File: config.mk
export PLATFORM = sky130hd
export DESIGN_NAME = crc16_frame_builder
export DESIGN_NICKNAME = d
export VERILOG_FILES = /design/src/rtl/cfb_pkg.sv /design/src/rtl/crc16_frame_builder.sv /design/src/rtl/cfb_front.sv /design/src/rtl/cfb_fifo.sv /design/src/rtl/cfb_back.sv
export SDC_FILE = /design/constraint.sdc
export NUM_CORES = 1
export LEC_CHECK = 0
export BUFFER_PORTS_ARGS = -buffer_cell sky130_fd_sc_hd__buf_2
export CAP_MARGIN = 25
export CORE_ASPECT_RATIO = 2
export CORE_MARGIN = 4
export CORE_UTILIZATION = 65
export DETAILED_ROUTE_END_ITERATION = 16
export GPL_TIMING_DRIVEN = 0
export PLACE_DENSITY_LB_ADDON = 0.2
export SKIP_LAST_GASP = 1
export SYNTH_ARGS = -nofsm -noshare
export SYNTH_HDL_FRONTEND = slang
export SYNTH_SLANG_ARGS = --single-unit
File: constraint.sdc
create_clock -name clock -period 4.73 [get_ports clock]
set_clock_uncertainty 0.2 [all_clocks]
set_input_delay 0.7095 -clock clock [delete_from_list [all_inputs] [get_ports clock]]
set_output_delay 0.7095 -clock clock [all_outputs]
set_load 0.005 [all_outputs]
File: src/rtl/cfb_pkg.sv
// Shared types, constants and the CRC byte update for the CRC-16 frame builder.
package cfb_pkg;

   // Default parameter values
   localparam int unsigned MAX_PAYLOAD_DEF = 24;
   localparam int unsigned QUEUE_DEPTH_DEF = 4;

   // Field widths
   localparam int unsigned BYTE_W = 8;
   localparam int unsigned CODE_W = 16;
   localparam int unsigned PLEN_W = 5;
   localparam int unsigned CRC_W  = 16;

   // Frame constants
   localparam logic [BYTE_W-1:0] SYNC_A       = 8'h5A;
   localparam logic [BYTE_W-1:0] SYNC_B       = 8'hA5;
   localparam logic [BYTE_W-1:0] LEN_OVERHEAD = 8'd5;
   localparam logic [CRC_W-1:0]  CRC_POLY     = 16'hA001;
   localparam logic [CRC_W-1:0]  CRC_PRESET   = 16'hFFFF;

   // Request kinds
   typedef enum logic {
      REQ_START = 1'b0,
      REQ_DATA  = 1'b1
   } req_kind_type;

   // Command handed from front to back
   typedef struct packed {
      req_kind_type       kind;
      logic [BYTE_W-1:0]  seq_byte;
      logic [CODE_W-1:0]  response_code;
      logic [PLEN_W-1:0]  payload_len;
      logic [BYTE_W-1:0]  payload_byte;
      logic               last;
   } cmd_type;

   // Back end sequencer states, one-hot
   typedef enum logic [7:0] {
      ST_CMD    = 8'b0000_0001,
      ST_SYNC_B = 8'b0000_0010,
      ST_LEN    = 8'b0000_0100,
      ST_SEQ    = 8'b0000_1000,
      ST_HI     = 8'b0001_0000,
      ST_LO     = 8'b0010_0000,
      ST_CRC_LO = 8'b0100_0000,
      ST_CRC_HI = 8'b1000_0000
   } back_state_type;

   // Reflected CRC-16/MODBUS update over one byte
   function automatic logic [CRC_W-1:0] crc_byte(input logic [CRC_W-1:0] crc,
                                                 input logic [BYTE_W-1:0] b);
      logic [CRC_W-1:0] c;
      c = crc ^ {8'h00, b};
      for (int i = 0; i < 8; i++) begin
         c = c[0] ? ((c >> 1) ^ CRC_POLY) : (c >> 1);
      end
      return c;
   endfunction

endpackage

File: src/rtl/crc16_frame_builder.sv
// The first result byte passes through the command queue and then the output register.
// A start yields sync, length, sequence and two code bytes, and the CRC too if its payload
// is empty; a data byte yields itself, and the CRC too if last. Requests enter one per
// cycle until the command queue (QUEUE_DEPTH entries) fills; the back-end byte sequencer,
// emitting one byte per cycle while the receiver pops, sets the sustained rate. Reset is
// synchronous: it empties the queue and output register, closes any frame and presets the CRC.
module crc16_frame_builder
   import cfb_pkg::*;
#(
   parameter int unsigned MAX_PAYLOAD = MAX_PAYLOAD_DEF,
   parameter int unsigned QUEUE_DEPTH = QUEUE_DEPTH_DEF
) (
   input  logic              clock,
   input  logic              reset,
   input  logic              push,
   output logic              full,
   input  logic              req_type,
   input  logic [BYTE_W-1:0] req_seq_byte,
   input  logic [CODE_W-1:0] req_response_code,
   input  logic [PLEN_W-1:0] req_payload_len,
   input  logic [BYTE_W-1:0] req_payload_byte,
   output logic              empty,
   input  logic              pop,
   output logic [BYTE_W-1:0] rsp_out_byte,
   output logic              rsp_run_last,
   output logic              rsp_frame_last
);

   logic    q_push, q_pop, q_empty, q_full;
   cmd_type q_wr_cmd, q_rd_cmd;

   cfb_front #(
      .MAX_PAYLOAD(MAX_PAYLOAD)
   ) u_front (
      .clock            (clock),
      .reset            (reset),
      .push             (push),
      .full             (full),
      .req_type         (req_kind_type'(req_type)),
      .req_seq_byte     (req_seq_byte),
      .req_response_code(req_response_code),
      .req_payload_len  (req_payload_len),
      .req_payload_byte (req_payload_byte),
      .q_full           (q_full),
      .q_push           (q_push),
      .q_cmd            (q_wr_cmd)
   );

   cfb_fifo #(
      .DEPTH(QUEUE_DEPTH)
   ) u_fifo (
      .clock  (clock),
      .reset  (reset),
      .wr_en  (q_push),
      .wr_data(q_wr_cmd),
      .rd_en  (q_pop),
      .rd_data(q_rd_cmd),
      .q_empty(q_empty),
      .q_full (q_full)
   );

   cfb_back u_back (
      .clock         (clock),
      .reset         (reset),
      .cmd_valid     (!q_empty),
      .cmd           (q_rd_cmd),
      .cmd_pop       (q_pop),
      .empty         (empty),
      .pop           (pop),
      .rsp_out_byte  (rsp_out_byte),
      .rsp_run_last  (rsp_run_last),
      .rsp_frame_last(rsp_frame_last)
   );

`ifndef ASSERT_OFF
   // Front never queues into a full queue
   assert property (@(posedge clock) disable iff (reset) q_push |-> !q_full)
      else $error("command queued while queue full");

   // Back only takes a command that is present
   assert property (@(posedge clock) disable iff (reset) q_pop |-> !q_empty)
      else $error("command taken from empty queue");

   // The CRC high byte always closes the run of its request
   assert property (@(posedge clock) disable iff (reset)
      (!empty && rsp_frame_last) |-> rsp_run_last)
      else $error("frame end without run end");

   // Reset leaves no result waiting
   assert property (@(posedge clock) reset |=> empty)
      else $error("result present after reset");
`endif

endmodule

File: src/rtl/cfb_front.sv
// Front end: accepts requests, tracks the open frame and queues commands.
module cfb_front
   import cfb_pkg::*;
#(
   parameter int unsigned MAX_PAYLOAD = MAX_PAYLOAD_DEF
) (
   input  logic              clock,
   input  logic              reset,
   input  logic              push,
   output logic              full,
   input  req_kind_type      req_type,
   input  logic [BYTE_W-1:0] req_seq_byte,
   input  logic [CODE_W-1:0] req_response_code,
   input  logic [PLEN_W-1:0] req_payload_len,
   input  logic [BYTE_W-1:0] req_payload_byte,
   input  logic              q_full,
   output logic              q_push,
   output cmd_type           q_cmd
);

   localparam logic [7:0] MaxLen = 8'(MAX_PAYLOAD);

   logic              frame_open_ff, frame_open_in;
   logic [PLEN_W-1:0] bytes_left_ff, bytes_left_in;
   logic              accept;
   logic [PLEN_W-1:0] plen_sat;

   assign full   = q_full;
   assign accept = push && !q_full;

   // Clamp the declared length to the configured bound
   always_comb begin
      if ({3'b000, req_payload_len} > MaxLen) begin
         plen_sat = MaxLen[PLEN_W-1:0];
      end else begin
         plen_sat = req_payload_len;
      end
   end

   // Classify the transfer: start, data in frame, or drop
   always_comb begin
      frame_open_in       = frame_open_ff;
      bytes_left_in       = bytes_left_ff;
      q_push              = 1'b0;
      q_cmd.kind          = req_type;
      q_cmd.seq_byte      = req_seq_byte;
      q_cmd.response_code = req_response_code;
      q_cmd.payload_len   = plen_sat;
      q_cmd.payload_byte  = req_payload_byte;
      q_cmd.last          = (bytes_left_ff == PLEN_W'(1));
      if (accept) begin
         case (req_type)
            REQ_START: begin
               q_push        = 1'b1;
               frame_open_in = (plen_sat != '0);
               bytes_left_in = plen_sat;
            end
            REQ_DATA: begin
               if (frame_open_ff && (bytes_left_ff != '0)) begin
                  q_push        = 1'b1;
                  bytes_left_in = bytes_left_ff - PLEN_W'(1);
                  frame_open_in = (bytes_left_ff != PLEN_W'(1));
               end
            end
            default: begin
               q_push = 1'b0;
            end
         endcase
      end
   end

   always_ff @(posedge clock) begin
      if (reset) begin
         frame_open_ff <= 1'b0;
         bytes_left_ff <= '0;
      end else begin
         frame_open_ff <= frame_open_in;
         bytes_left_ff <= bytes_left_in;
      end
   end

endmodule

File: src/rtl/cfb_fifo.sv
// Small register queue of commands between front and back.
module cfb_fifo
   import cfb_pkg::*;
#(
   parameter int unsigned DEPTH = QUEUE_DEPTH_DEF
) (
   input  logic    clock,
   input  logic    reset,
   input  logic    wr_en,
   input  cmd_type wr_data,
   input  logic    rd_en,
   output cmd_type rd_data,
   output logic    q_empty,
   output logic    q_full
);

   localparam int unsigned AW = (DEPTH > 1) ? $clog2(DEPTH) : 1;
   localparam int unsigned CW = $clog2(DEPTH + 1);
   localparam logic [AW-1:0] LastPtr = AW'(DEPTH - 1);
   localparam logic [CW-1:0] FullCnt = CW'(DEPTH);

   cmd_type         mem_ff [DEPTH];
   logic [AW-1:0]   wr_ptr_ff, wr_ptr_in;
   logic [AW-1:0]   rd_ptr_ff, rd_ptr_in;
   logic [CW-1:0]   count_ff, count_in;
   logic            do_wr, do_rd;

   assign q_empty = (count_ff == '0);
   assign q_full  = (count_ff == FullCnt);
   assign do_wr   = wr_en && !q_full;
   assign do_rd   = rd_en && !q_empty;
   assign rd_data = mem_ff[rd_ptr_ff];

   // Pointer and count update
   always_comb begin
      wr_ptr_in = wr_ptr_ff;
      rd_ptr_in = rd_ptr_ff;
      count_in  = count_ff;
      if (do_wr) begin
         wr_ptr_in = (wr_ptr_ff == LastPtr) ? '0 : wr_ptr_ff + AW'(1);
      end
      if (do_rd) begin
         rd_ptr_in = (rd_ptr_ff == LastPtr) ? '0 : rd_ptr_ff + AW'(1);
      end
      if (do_wr && !do_rd) begin
         count_in = count_ff + CW'(1);
      end else if (do_rd && !do_wr) begin
         count_in = count_ff - CW'(1);
      end
   end

   always_ff @(posedge clock) begin
      if (reset) begin
         wr_ptr_ff <= '0;
         rd_ptr_ff <= '0;
         count_ff  <= '0;
      end else begin
         wr_ptr_ff <= wr_ptr_in;
         rd_ptr_ff <= rd_ptr_in;
         count_ff  <= count_in;
      end
   end

   always_ff @(posedge clock) begin
      if (do_wr) begin
         mem_ff[wr_ptr_ff] <= wr_data;
      end
   end

endmodule

File: src/rtl/cfb_back.sv
// Back end: sequences frame bytes, runs the CRC and holds the result register.
module cfb_back
   import cfb_pkg::*;
(
   input  logic              clock,
   input  logic              reset,
   input  logic              cmd_valid,
   input  cmd_type           cmd,
   output logic              cmd_pop,
   output logic              empty,
   input  logic              pop,
   output logic [BYTE_W-1:0] rsp_out_byte,
   output logic              rsp_run_last,
   output logic              rsp_frame_last
);

   back_state_type    state_ff, state_in;
   logic [CRC_W-1:0]  crc_ff, crc_in;
   cmd_type           cur_ff, cur_in;
   logic              out_valid_ff;
   logic [BYTE_W-1:0] out_byte_ff;
   logic              out_run_ff, out_frame_ff;
   logic              advance;
   logic              emit;
   logic [BYTE_W-1:0] emit_byte;
   logic              emit_run, emit_frame;

   // Output register moves when empty or when its transfer completes
   assign advance        = !out_valid_ff || pop;
   assign empty          = !out_valid_ff;
   assign rsp_out_byte   = out_byte_ff;
   assign rsp_run_last   = out_run_ff;
   assign rsp_frame_last = out_frame_ff;

   // Byte sequencer
   always_comb begin
      state_in   = state_ff;
      crc_in     = crc_ff;
      cur_in     = cur_ff;
      cmd_pop    = 1'b0;
      emit       = 1'b0;
      emit_byte  = '0;
      emit_run   = 1'b0;
      emit_frame = 1'b0;
      if (advance) begin
         case (state_ff)
            ST_CMD: begin
               if (cmd_valid) begin
                  cmd_pop = 1'b1;
                  emit    = 1'b1;
                  if (cmd.kind == REQ_START) begin
                     cur_in    = cmd;
                     crc_in    = CRC_PRESET;
                     emit_byte = SYNC_A;
                     state_in  = ST_SYNC_B;
                  end else begin
                     emit_byte = cmd.payload_byte;
                     emit_run  = cmd.last;
                     crc_in    = crc_byte(crc_ff, cmd.payload_byte);
                     if (cmd.last) begin
                        state_in = ST_CRC_LO;
                     end
                  end
               end
            end
            ST_SYNC_B: begin
               emit      = 1'b1;
               emit_byte = SYNC_B;
               state_in  = ST_LEN;
            end
            ST_LEN: begin
               emit      = 1'b1;
               emit_byte = {3'b000, cur_ff.payload_len} + LEN_OVERHEAD;
               state_in  = ST_SEQ;
            end
            ST_SEQ: begin
               emit      = 1'b1;
               emit_byte = cur_ff.seq_byte;
               crc_in    = crc_byte(crc_ff, cur_ff.seq_byte);
               state_in  = ST_HI;
            end
            ST_HI: begin
               emit      = 1'b1;
               emit_byte = cur_ff.response_code[15:8];
               crc_in    = crc_byte(crc_ff, cur_ff.response_code[15:8]);
               state_in  = ST_LO;
            end
            ST_LO: begin
               emit      = 1'b1;
               emit_byte = cur_ff.response_code[7:0];
               emit_run  = (cur_ff.payload_len == '0);
               crc_in    = crc_byte(crc_ff, cur_ff.response_code[7:0]);
               state_in  = (cur_ff.payload_len == '0) ? ST_CRC_LO : ST_CMD;
            end
            ST_CRC_LO: begin
               emit      = 1'b1;
               emit_byte = crc_ff[7:0];
               state_in  = ST_CRC_HI;
            end
            ST_CRC_HI: begin
               emit       = 1'b1;
               emit_byte  = crc_ff[15:8];
               emit_run   = 1'b1;
               emit_frame = 1'b1;
               state_in   = ST_CMD;
            end
            default: begin
               state_in = ST_CMD;
            end
         endcase
      end
   end

   // Control state
   always_ff @(posedge clock) begin
      if (reset) begin
         state_ff     <= ST_CMD;
         crc_ff       <= CRC_PRESET;
         out_valid_ff <= 1'b0;
      end else begin
         state_ff <= state_in;
         crc_ff   <= crc_in;
         if (advance) begin
            out_valid_ff <= emit;
         end
      end
   end

   // Payload registers
   always_ff @(posedge clock) begin
      cur_ff <= cur_in;
      if (advance && emit) begin
         out_byte_ff  <= emit_byte;
         out_run_ff   <= emit_run;
         out_frame_ff <= emit_frame;
      end
   end

endmodule

==> results of run 1 <==
-- area by class of cell --
class / instances / area (sq um) / area share (%)
antenna: 1 / 2.50 / 0.0205
buffer: 37 / 180 / 1.48
multi-input combinational: 453 / 4020 / 33.0
clock buffer: 24 / 537 / 4.41
sequential: 235 / 6660 / 54.6
clock inverter: 12 / 111 / 0.914
inverter: 11 / 41.3 / 0.339
tap: 204 / 255 / 2.10
timing repair buffer: 60 / 383 / 3.14
-- kinds of logic (layout without fill, tap and decap cells) --
group / Yosys count / in the layout / share of synthesized area (%)
other: 0 / 1 / 0
buffers and inverters: 48 / 144 / 2.03
xor gates and xnor gates: 105 / 105 / 9.68
and+or+nand+nor: 145 / 145 / 6.76
adders and majority gates: 12 / 12 / 1.45
DFF: 235 / 235 / 61.2
muxes: 55 / 55 / 9.68
AOI/OAI and AO/OA: 136 / 136 / 9.24
-- worst reg2reg max path, stage by stage (launching register included) --
cell and delay, ns:
dfxtp_1 0.34, clkbuf_1 0.44, nor2b_1 0.46, o211ai_1 0.44, and2_4 0.33, buf_6 0.14
o211ai_2 0.08, or2_4 0.16, nor2_1 0.05, nor2_1 0.73
-- report_power, final --
group          total [uW]  switching (uW)  internal, uW
clock                1620             740           884
sequential           2850             243          2610
combinational        2650            1470          1180
-- worst paths after layout --
path	from	endpoint
setup / recovery	u_back.state_ff[5]	u_back.rsp_out_byte[3]
hold / removal	req_response_code[8]	u_fifo.mem_ff[0][22]
setup reg to reg	u_back.state_ff[5]	u_back.rsp_out_byte[3]
hold reg to reg	u_fifo.rd_ptr_ff[1]	flip-flop
-- synth_stat cells (10+ instances only) --
cell,number,area (sq um)
a21oi_1,22,110
edfxtp_1,195,5860
clkbuf_1,19,71.3
xor2_1,27,236
o22ai_1,10,62.6
a22oi_1,10,75.1
xnor2_1,67,587
a221oi_1,12,105
mux2i_1,13,130
ha_1,11,138
inv_1,10,37.5
o21ai_0,24,120
and2_1,10,62.6
dfxtp_1,40,801
nand2_1,28,105
nor3_1,20,100
nor2_1,44,165
mux4_2,40,901
-- flip-flops by register name, summed over array words and instances (netlist names), named ones only --
name,cells
u_fifo.mem_ff,156
u_back.cur_ff,29
u_back.crc_ff,16
u_back.rsp_out_byte,8
u_back.state_ff,8
u_front.bytes_left_ff,5
u_fifo.count_ff,3
u_fifo.rd_ptr_ff,2
u_fifo.wr_ptr_ff,2
u_back.out_valid_ff,1
u_back.rsp_frame_last,1
u_back.rsp_run_last,1
u_front.frame_open_ff,1
-- per-layer routing --
layer / vias to the layer above / GRT usage [%] / routed length (um)
li1: 3011 / - / -
met1: 3378 / 32.2 / 8920
met2: 349 / 55.3 / 15200
met3: 101 / 3.29 / 1590
met4: 0 / 18.3 / 2020
met5: - / 0 / 0
-- through the flow --
step / instances / worst slack (ns)
6_report: 1037 / 0.982
5_1_grt: 1037 / 0.792
4_1_cts: 1036 / 0.995
3_5_place_dp: 1000 / 0.918
3_3_place_gp: 993 / 0.501
2_1_floorplan: 736 / 1.49
==> key figures, run 1 <==
Routing
  – WL/cell: 26.8 um
  – Via count: 6839
  – Routed Wire Length: 27.8 mm
  – Drt first pass iters: 5
  – Vias/cell: 6.59
  – First-iteration detailed-routing DRC count: around 460
  – Drt drc: 0
  – Routed Antenna Nets: 0

CTS
  – Clock tree from TritonCTS: done
  – Clock sink count: ~240
  – Clock latency on the worst-skew pair: roughly 0.50 ns
  – Cts hold-fix bufs: 0
  – # H-tree levels: 1
  – Setup Fix Bufs, Post-CTS: 0
  – CTS resizes: 0
  – CTS clk-pin slew, worst paths: 0.08 ns
  – CTS max path bufs: 3
  – TritonCTS buffer count: 20
  – Root buffer cell: clkbuf_16

Floorplanning
  – Die X: 99.5 um
  – Die area: 19000 sq um
  – Core box area: 16400 sq um
  – Starting Density: 66.6%
  – Std-Cell Rows: 66
  – I/O pin total: 54
  – Die Span Y: 191 um

Synth
  – Post-synth top flop: edfxtp_1
  – Cell Area, Synth: 10900 sq um
  – Async set-reset flop share out of synthesis: 0%
  – Yosys cell types: 70
  – Register area share after synthesis: 61.2%
  – Syn Area/Cell: 14.8 sq um
  – Yosys Warn Count: 0
  – Syn_nets: 790
  – Post-synth EDFFs: 195
  – Synth Instances: 736
  – #FFs+latches synth: 235

Layout
  – Layout Nets: 872
  – Layout cells sized above 1: 21.3%
  – Final core occ: 74.5%
  – Final Cell Area: 12200 sq um
  – Area grow syn2layout: 11.9%
  – # fillers: 1002
  – Commonest non-fill, non-tap cell in the layout: edfxtp_1
  – Highest-count cells in the layout ignoring fill and taps: edfxtp_1 (195), xnor2_1 (67), buf_2 (63), nor2_1 (44)

Pwr
  – Leak pwr: 0.00414 uW
  – Pwr Total: 7130 uW
  – Power density cells: 585 nW/um^2
  – Peak VDD IR: 468 uV

Setup path
  – Crit path DAT: between 3 and 4 ns
  – WP buf/inv: 2
  – Max stage delay on crit path: 0.73 ns
  – Stages on worst setup path: 9
  – CP Capture Type: flip-flop
  – CP Cell Sequence: clkbuf_1 > nor2b_1 > o211ai_1 > and2_4 > buf_6 > o211ai_2 > or2_4 > nor2_1 > nor2_1
  – Crit path launch type: flip-flop
  – CP Max Fanout: 10
  – Worst reg2reg path depth: 9
  – Delay-heaviest family, CP: simple AND/OR/NAND/NOR gates
  – Worst endpoint required time: 4.64 ns
  – CP max stage cell: nor2_1
  – R2R Setup Slk: 0.98 ns
  – Setup Crit Path Kind: reg2reg
  – CP dominant cell by count: nor2_1

Timing
  – Setup_tns: 0 ns
  – Slew Limit Fails: 0
  – F_max: 267 MHz
  – Rel. slew slack: 32.9%
  – Hold Slack: approximately 0.23 ns
  – Worst slew pin tran: between 0.9 and 1 ns
  – Setup-failing EPs final: 0
  – Final worst-path cycle share: 79.2%
  – Final hold vios: 0
  – Min cycle time layout: between 3 and 4 ns
  – RSZ-0062 raised after global routing: no

Global route
  – First-pass GRT wire length: 42.1 mm
  – Initial antenna violation count: 1
  – Largest net degree at the start of global routing: 34
  – Vias in the first global route: 7142
  – Grt total ovfl: 0
  – Tot GR Track Use: 30.0%

Placed design
  – Hpwl dp: 20.4 mm
  – GPL Wtd Cong: 1.04
  – Port Buffers: 53
  – Placed Area: 11500 sq um

Min path
  – Hold Path Depth: 1
  – Worst hold path type: in2reg

Run status
  – Outcome: complete, no violations

Run
  – Max-cap violation count: 0
Note: power is estimated with default switching activity, not from simulation.
==> run 2: changes to the inputs <==
CORE_UTILIZATION = 55   (was 65)
clock period = 3.15 ns   (was 4.73 ns; I/O delays follow)
==> key figures, run 2 (same netlist as run 1, synthesis figures left out) <==
Run status
  – Outcome: complete, no violations

Timing
  – Setup_tns: 0 ns
  – Rel. slew slack: 31.4%
  – Final hold vios: 0
  – Worst slew pin tran: 1.02 ns
  – Min cycle time layout: 3.12 ns
  – F_max: 321 MHz
  – Slew Limit Fails: 0
  – Setup-failing EPs final: 0
  – Final worst-path cycle share: between 90% and 100%
  – RSZ-0062 raised after global routing: no

CTS
  – Clock tree from TritonCTS: done
  – Clock latency on the worst-skew pair: 0.50 ns
  – # H-tree levels: 1
  – CTS clk-pin slew, worst paths: 0.07 ns
  – CTS max path bufs: 3
  – Root buffer cell: clkbuf_16
  – Clock sink count: 235
  – TritonCTS buffer count: 21

Setup path
  – Crit path DAT: 3.30 ns
  – Max stage delay on crit path: 0.50 ns
  – CP Capture Type: flip-flop
  – Delay-heaviest family, CP: XOR/XNOR gates
  – Setup Crit Path Kind: reg2reg
  – WP buf/inv: 1
  – Crit path launch type: flip-flop
  – CP Cell Sequence: clkbuf_4 > xnor3_2 > xor3_1 > xnor3_1 > xor2_1 > a2111o_1 > o221ai_1 > o31ai_1
  – Worst endpoint required time: 3.33 ns
  – CP Max Fanout: 8
  – Worst reg2reg path depth: 8
  – Stages on worst setup path: 8
  – CP max stage cell: xor3_1

Layout
  – Antenna cells: 0
  – Most flop-heavy register: u_fifo.mem_ff
  – Top Registers: u_fifo.mem_ff x156, u_back.cur_ff x29, u_back.crc_ff x16
  – # fillers: 1359
  – Seq. cell area: 6660 sq um
  – Layout Nets: 912
  – Multi-input logic area: ~4100 sq um
  – Cell Count, Final, Fillers Out: 1130
  – Layout cells sized above 1: 23.9%
  – Max reg flops: 156
  – Commonest non-fill, non-tap cell in the layout: edfxtp_1
  – Area grow syn2layout: 16.7%
  – Final core occ: 65.6%
  – Highest-count cells in the layout ignoring fill and taps: edfxtp_1 (195), xnor2_1 (67), buf_2 (62), nor2_1 (42)

Routing
  – WL/cell: between 20 and 30 um
  – Met1 WL: 9.49 mm
  – Uppermost layer routed: met4
  – Routed Wire Length: between 20 and 30 mm
  – Metal2 WL: between 15 and 20 mm
  – Drt first pass iters: 6
  – Vias/cell: 6.11
  – Wire length on met3: roughly 1.5 mm
  – Routed Antenna Nets: 0
  – Drt drc: 0
  – First-iteration detailed-routing DRC count: 511
  – Via count: 6899

Min path
  – Hold Path Depth: 1
  – Worst hold path type: in2reg

Pwr
  – Leak pwr: 0.00435 uW
  – Peak VDD IR: 595 uV
  – Power density cells: 859 nW/um^2
  – Pwr Total: 10900 uW

Global route
  – Tot GR Track Use: roughly 28%
  – Initial antenna violation count: 0
  – First-pass GRT wire length: 44.9 mm
  – Grt total ovfl: 0
  – Vias in the first global route: 7361
  – Largest net degree at the start of global routing: 32

Placed design
  – Hpwl dp: 21.3 mm
  – GPL Wtd Cong: 0.971
  – Port Buffers: 53
  – Placed Cells: 1055

Floorplanning
  – Core box area: 19400 sq um
  – Std-Cell Rows: 72
  – Die X: 107 um
  – Die Span Y: between 200 and 250 um
  – I/O pin total: 54
  – Starting Density: ~56%
  – Die area: between 20000 and 25000 sq um

Run
  – Max-cap violation count: 0
[run 2: routing by layer]
| layer | global-route usage [%] | vias to the layer above |
|---|---|---|
| met1 | 28.9 | 3409 |
| met3 | 2.99 | 112 |
| met5 | 0 | - |
| met2 | 51.3 | 294 |
| li1 | - | 3084 |
| met4 | 19.4 | 0 |
[run 2: area by class of cell]
type                       instances  area share (%)
timing repair buffer             100            6.14
buffer                            35            1.48
clock inverter                    14           0.699
tap                              259            2.55
inverter                          11           0.325
sequential                       235            52.4
clock buffer                      22            4.17
multi-input combinational        454            32.3
[run 2: where the power goes]
| part | total, uW | leakage [uW] | switching [uW] | internal (uW) |
|---|---|---|---|---|
| clock | 2370 | 0.000297 | 1130 | 1240 |
| combinational | 4270 | 0.00194 | 2340 | 1930 |
| sequential | 4270 | 0.00211 | 362 | 3910 |
| total | 10900 | 0.00435 | 3830 | 7080 |
[run 2: stage by stage]
step | hold slack (ns) | area (sq um) | setup slack, ns
6_report | 0.0169 | 12700 | 0.0326
5_1_grt | 0.0123 | 12700 | 0.00221
4_1_cts | 0.00300 | 12600 | 0.00980
3_5_place_dp | 0.280 | 11600 | -0.713
3_3_place_gp | 0.267 | 11500 | -0.779
2_1_floorplan | 0.254 | 10900 | 0.00281
[run 2: final timing paths]
| check | start | end | slack (ns) |
|---|---|---|---|
| max | u_back.crc_ff[0] | u_back.crc_ff[0] | 0.03 |
| min | req_payload_byte[5] | u_fifo.mem_ff[3][6] | 0.02 |
| min reg2reg | u_fifo.rd_ptr_ff[1] | flip-flop | 0.30 |
| max reg2reg | u_back.crc_ff[0] | u_back.crc_ff[0] | 0.03 |
[run 2: repair_timing]
action | CTS | global route
endpoints found under the hold margin | 109 | 0
hold buffers | 29 | 0
pin swaps | 6 | 5
buffers inserted | 7 | 3
gates cloned | 0 | 2
endpoints found under the setup margin | 77 | 49
gates resized for setup | 17 | 15
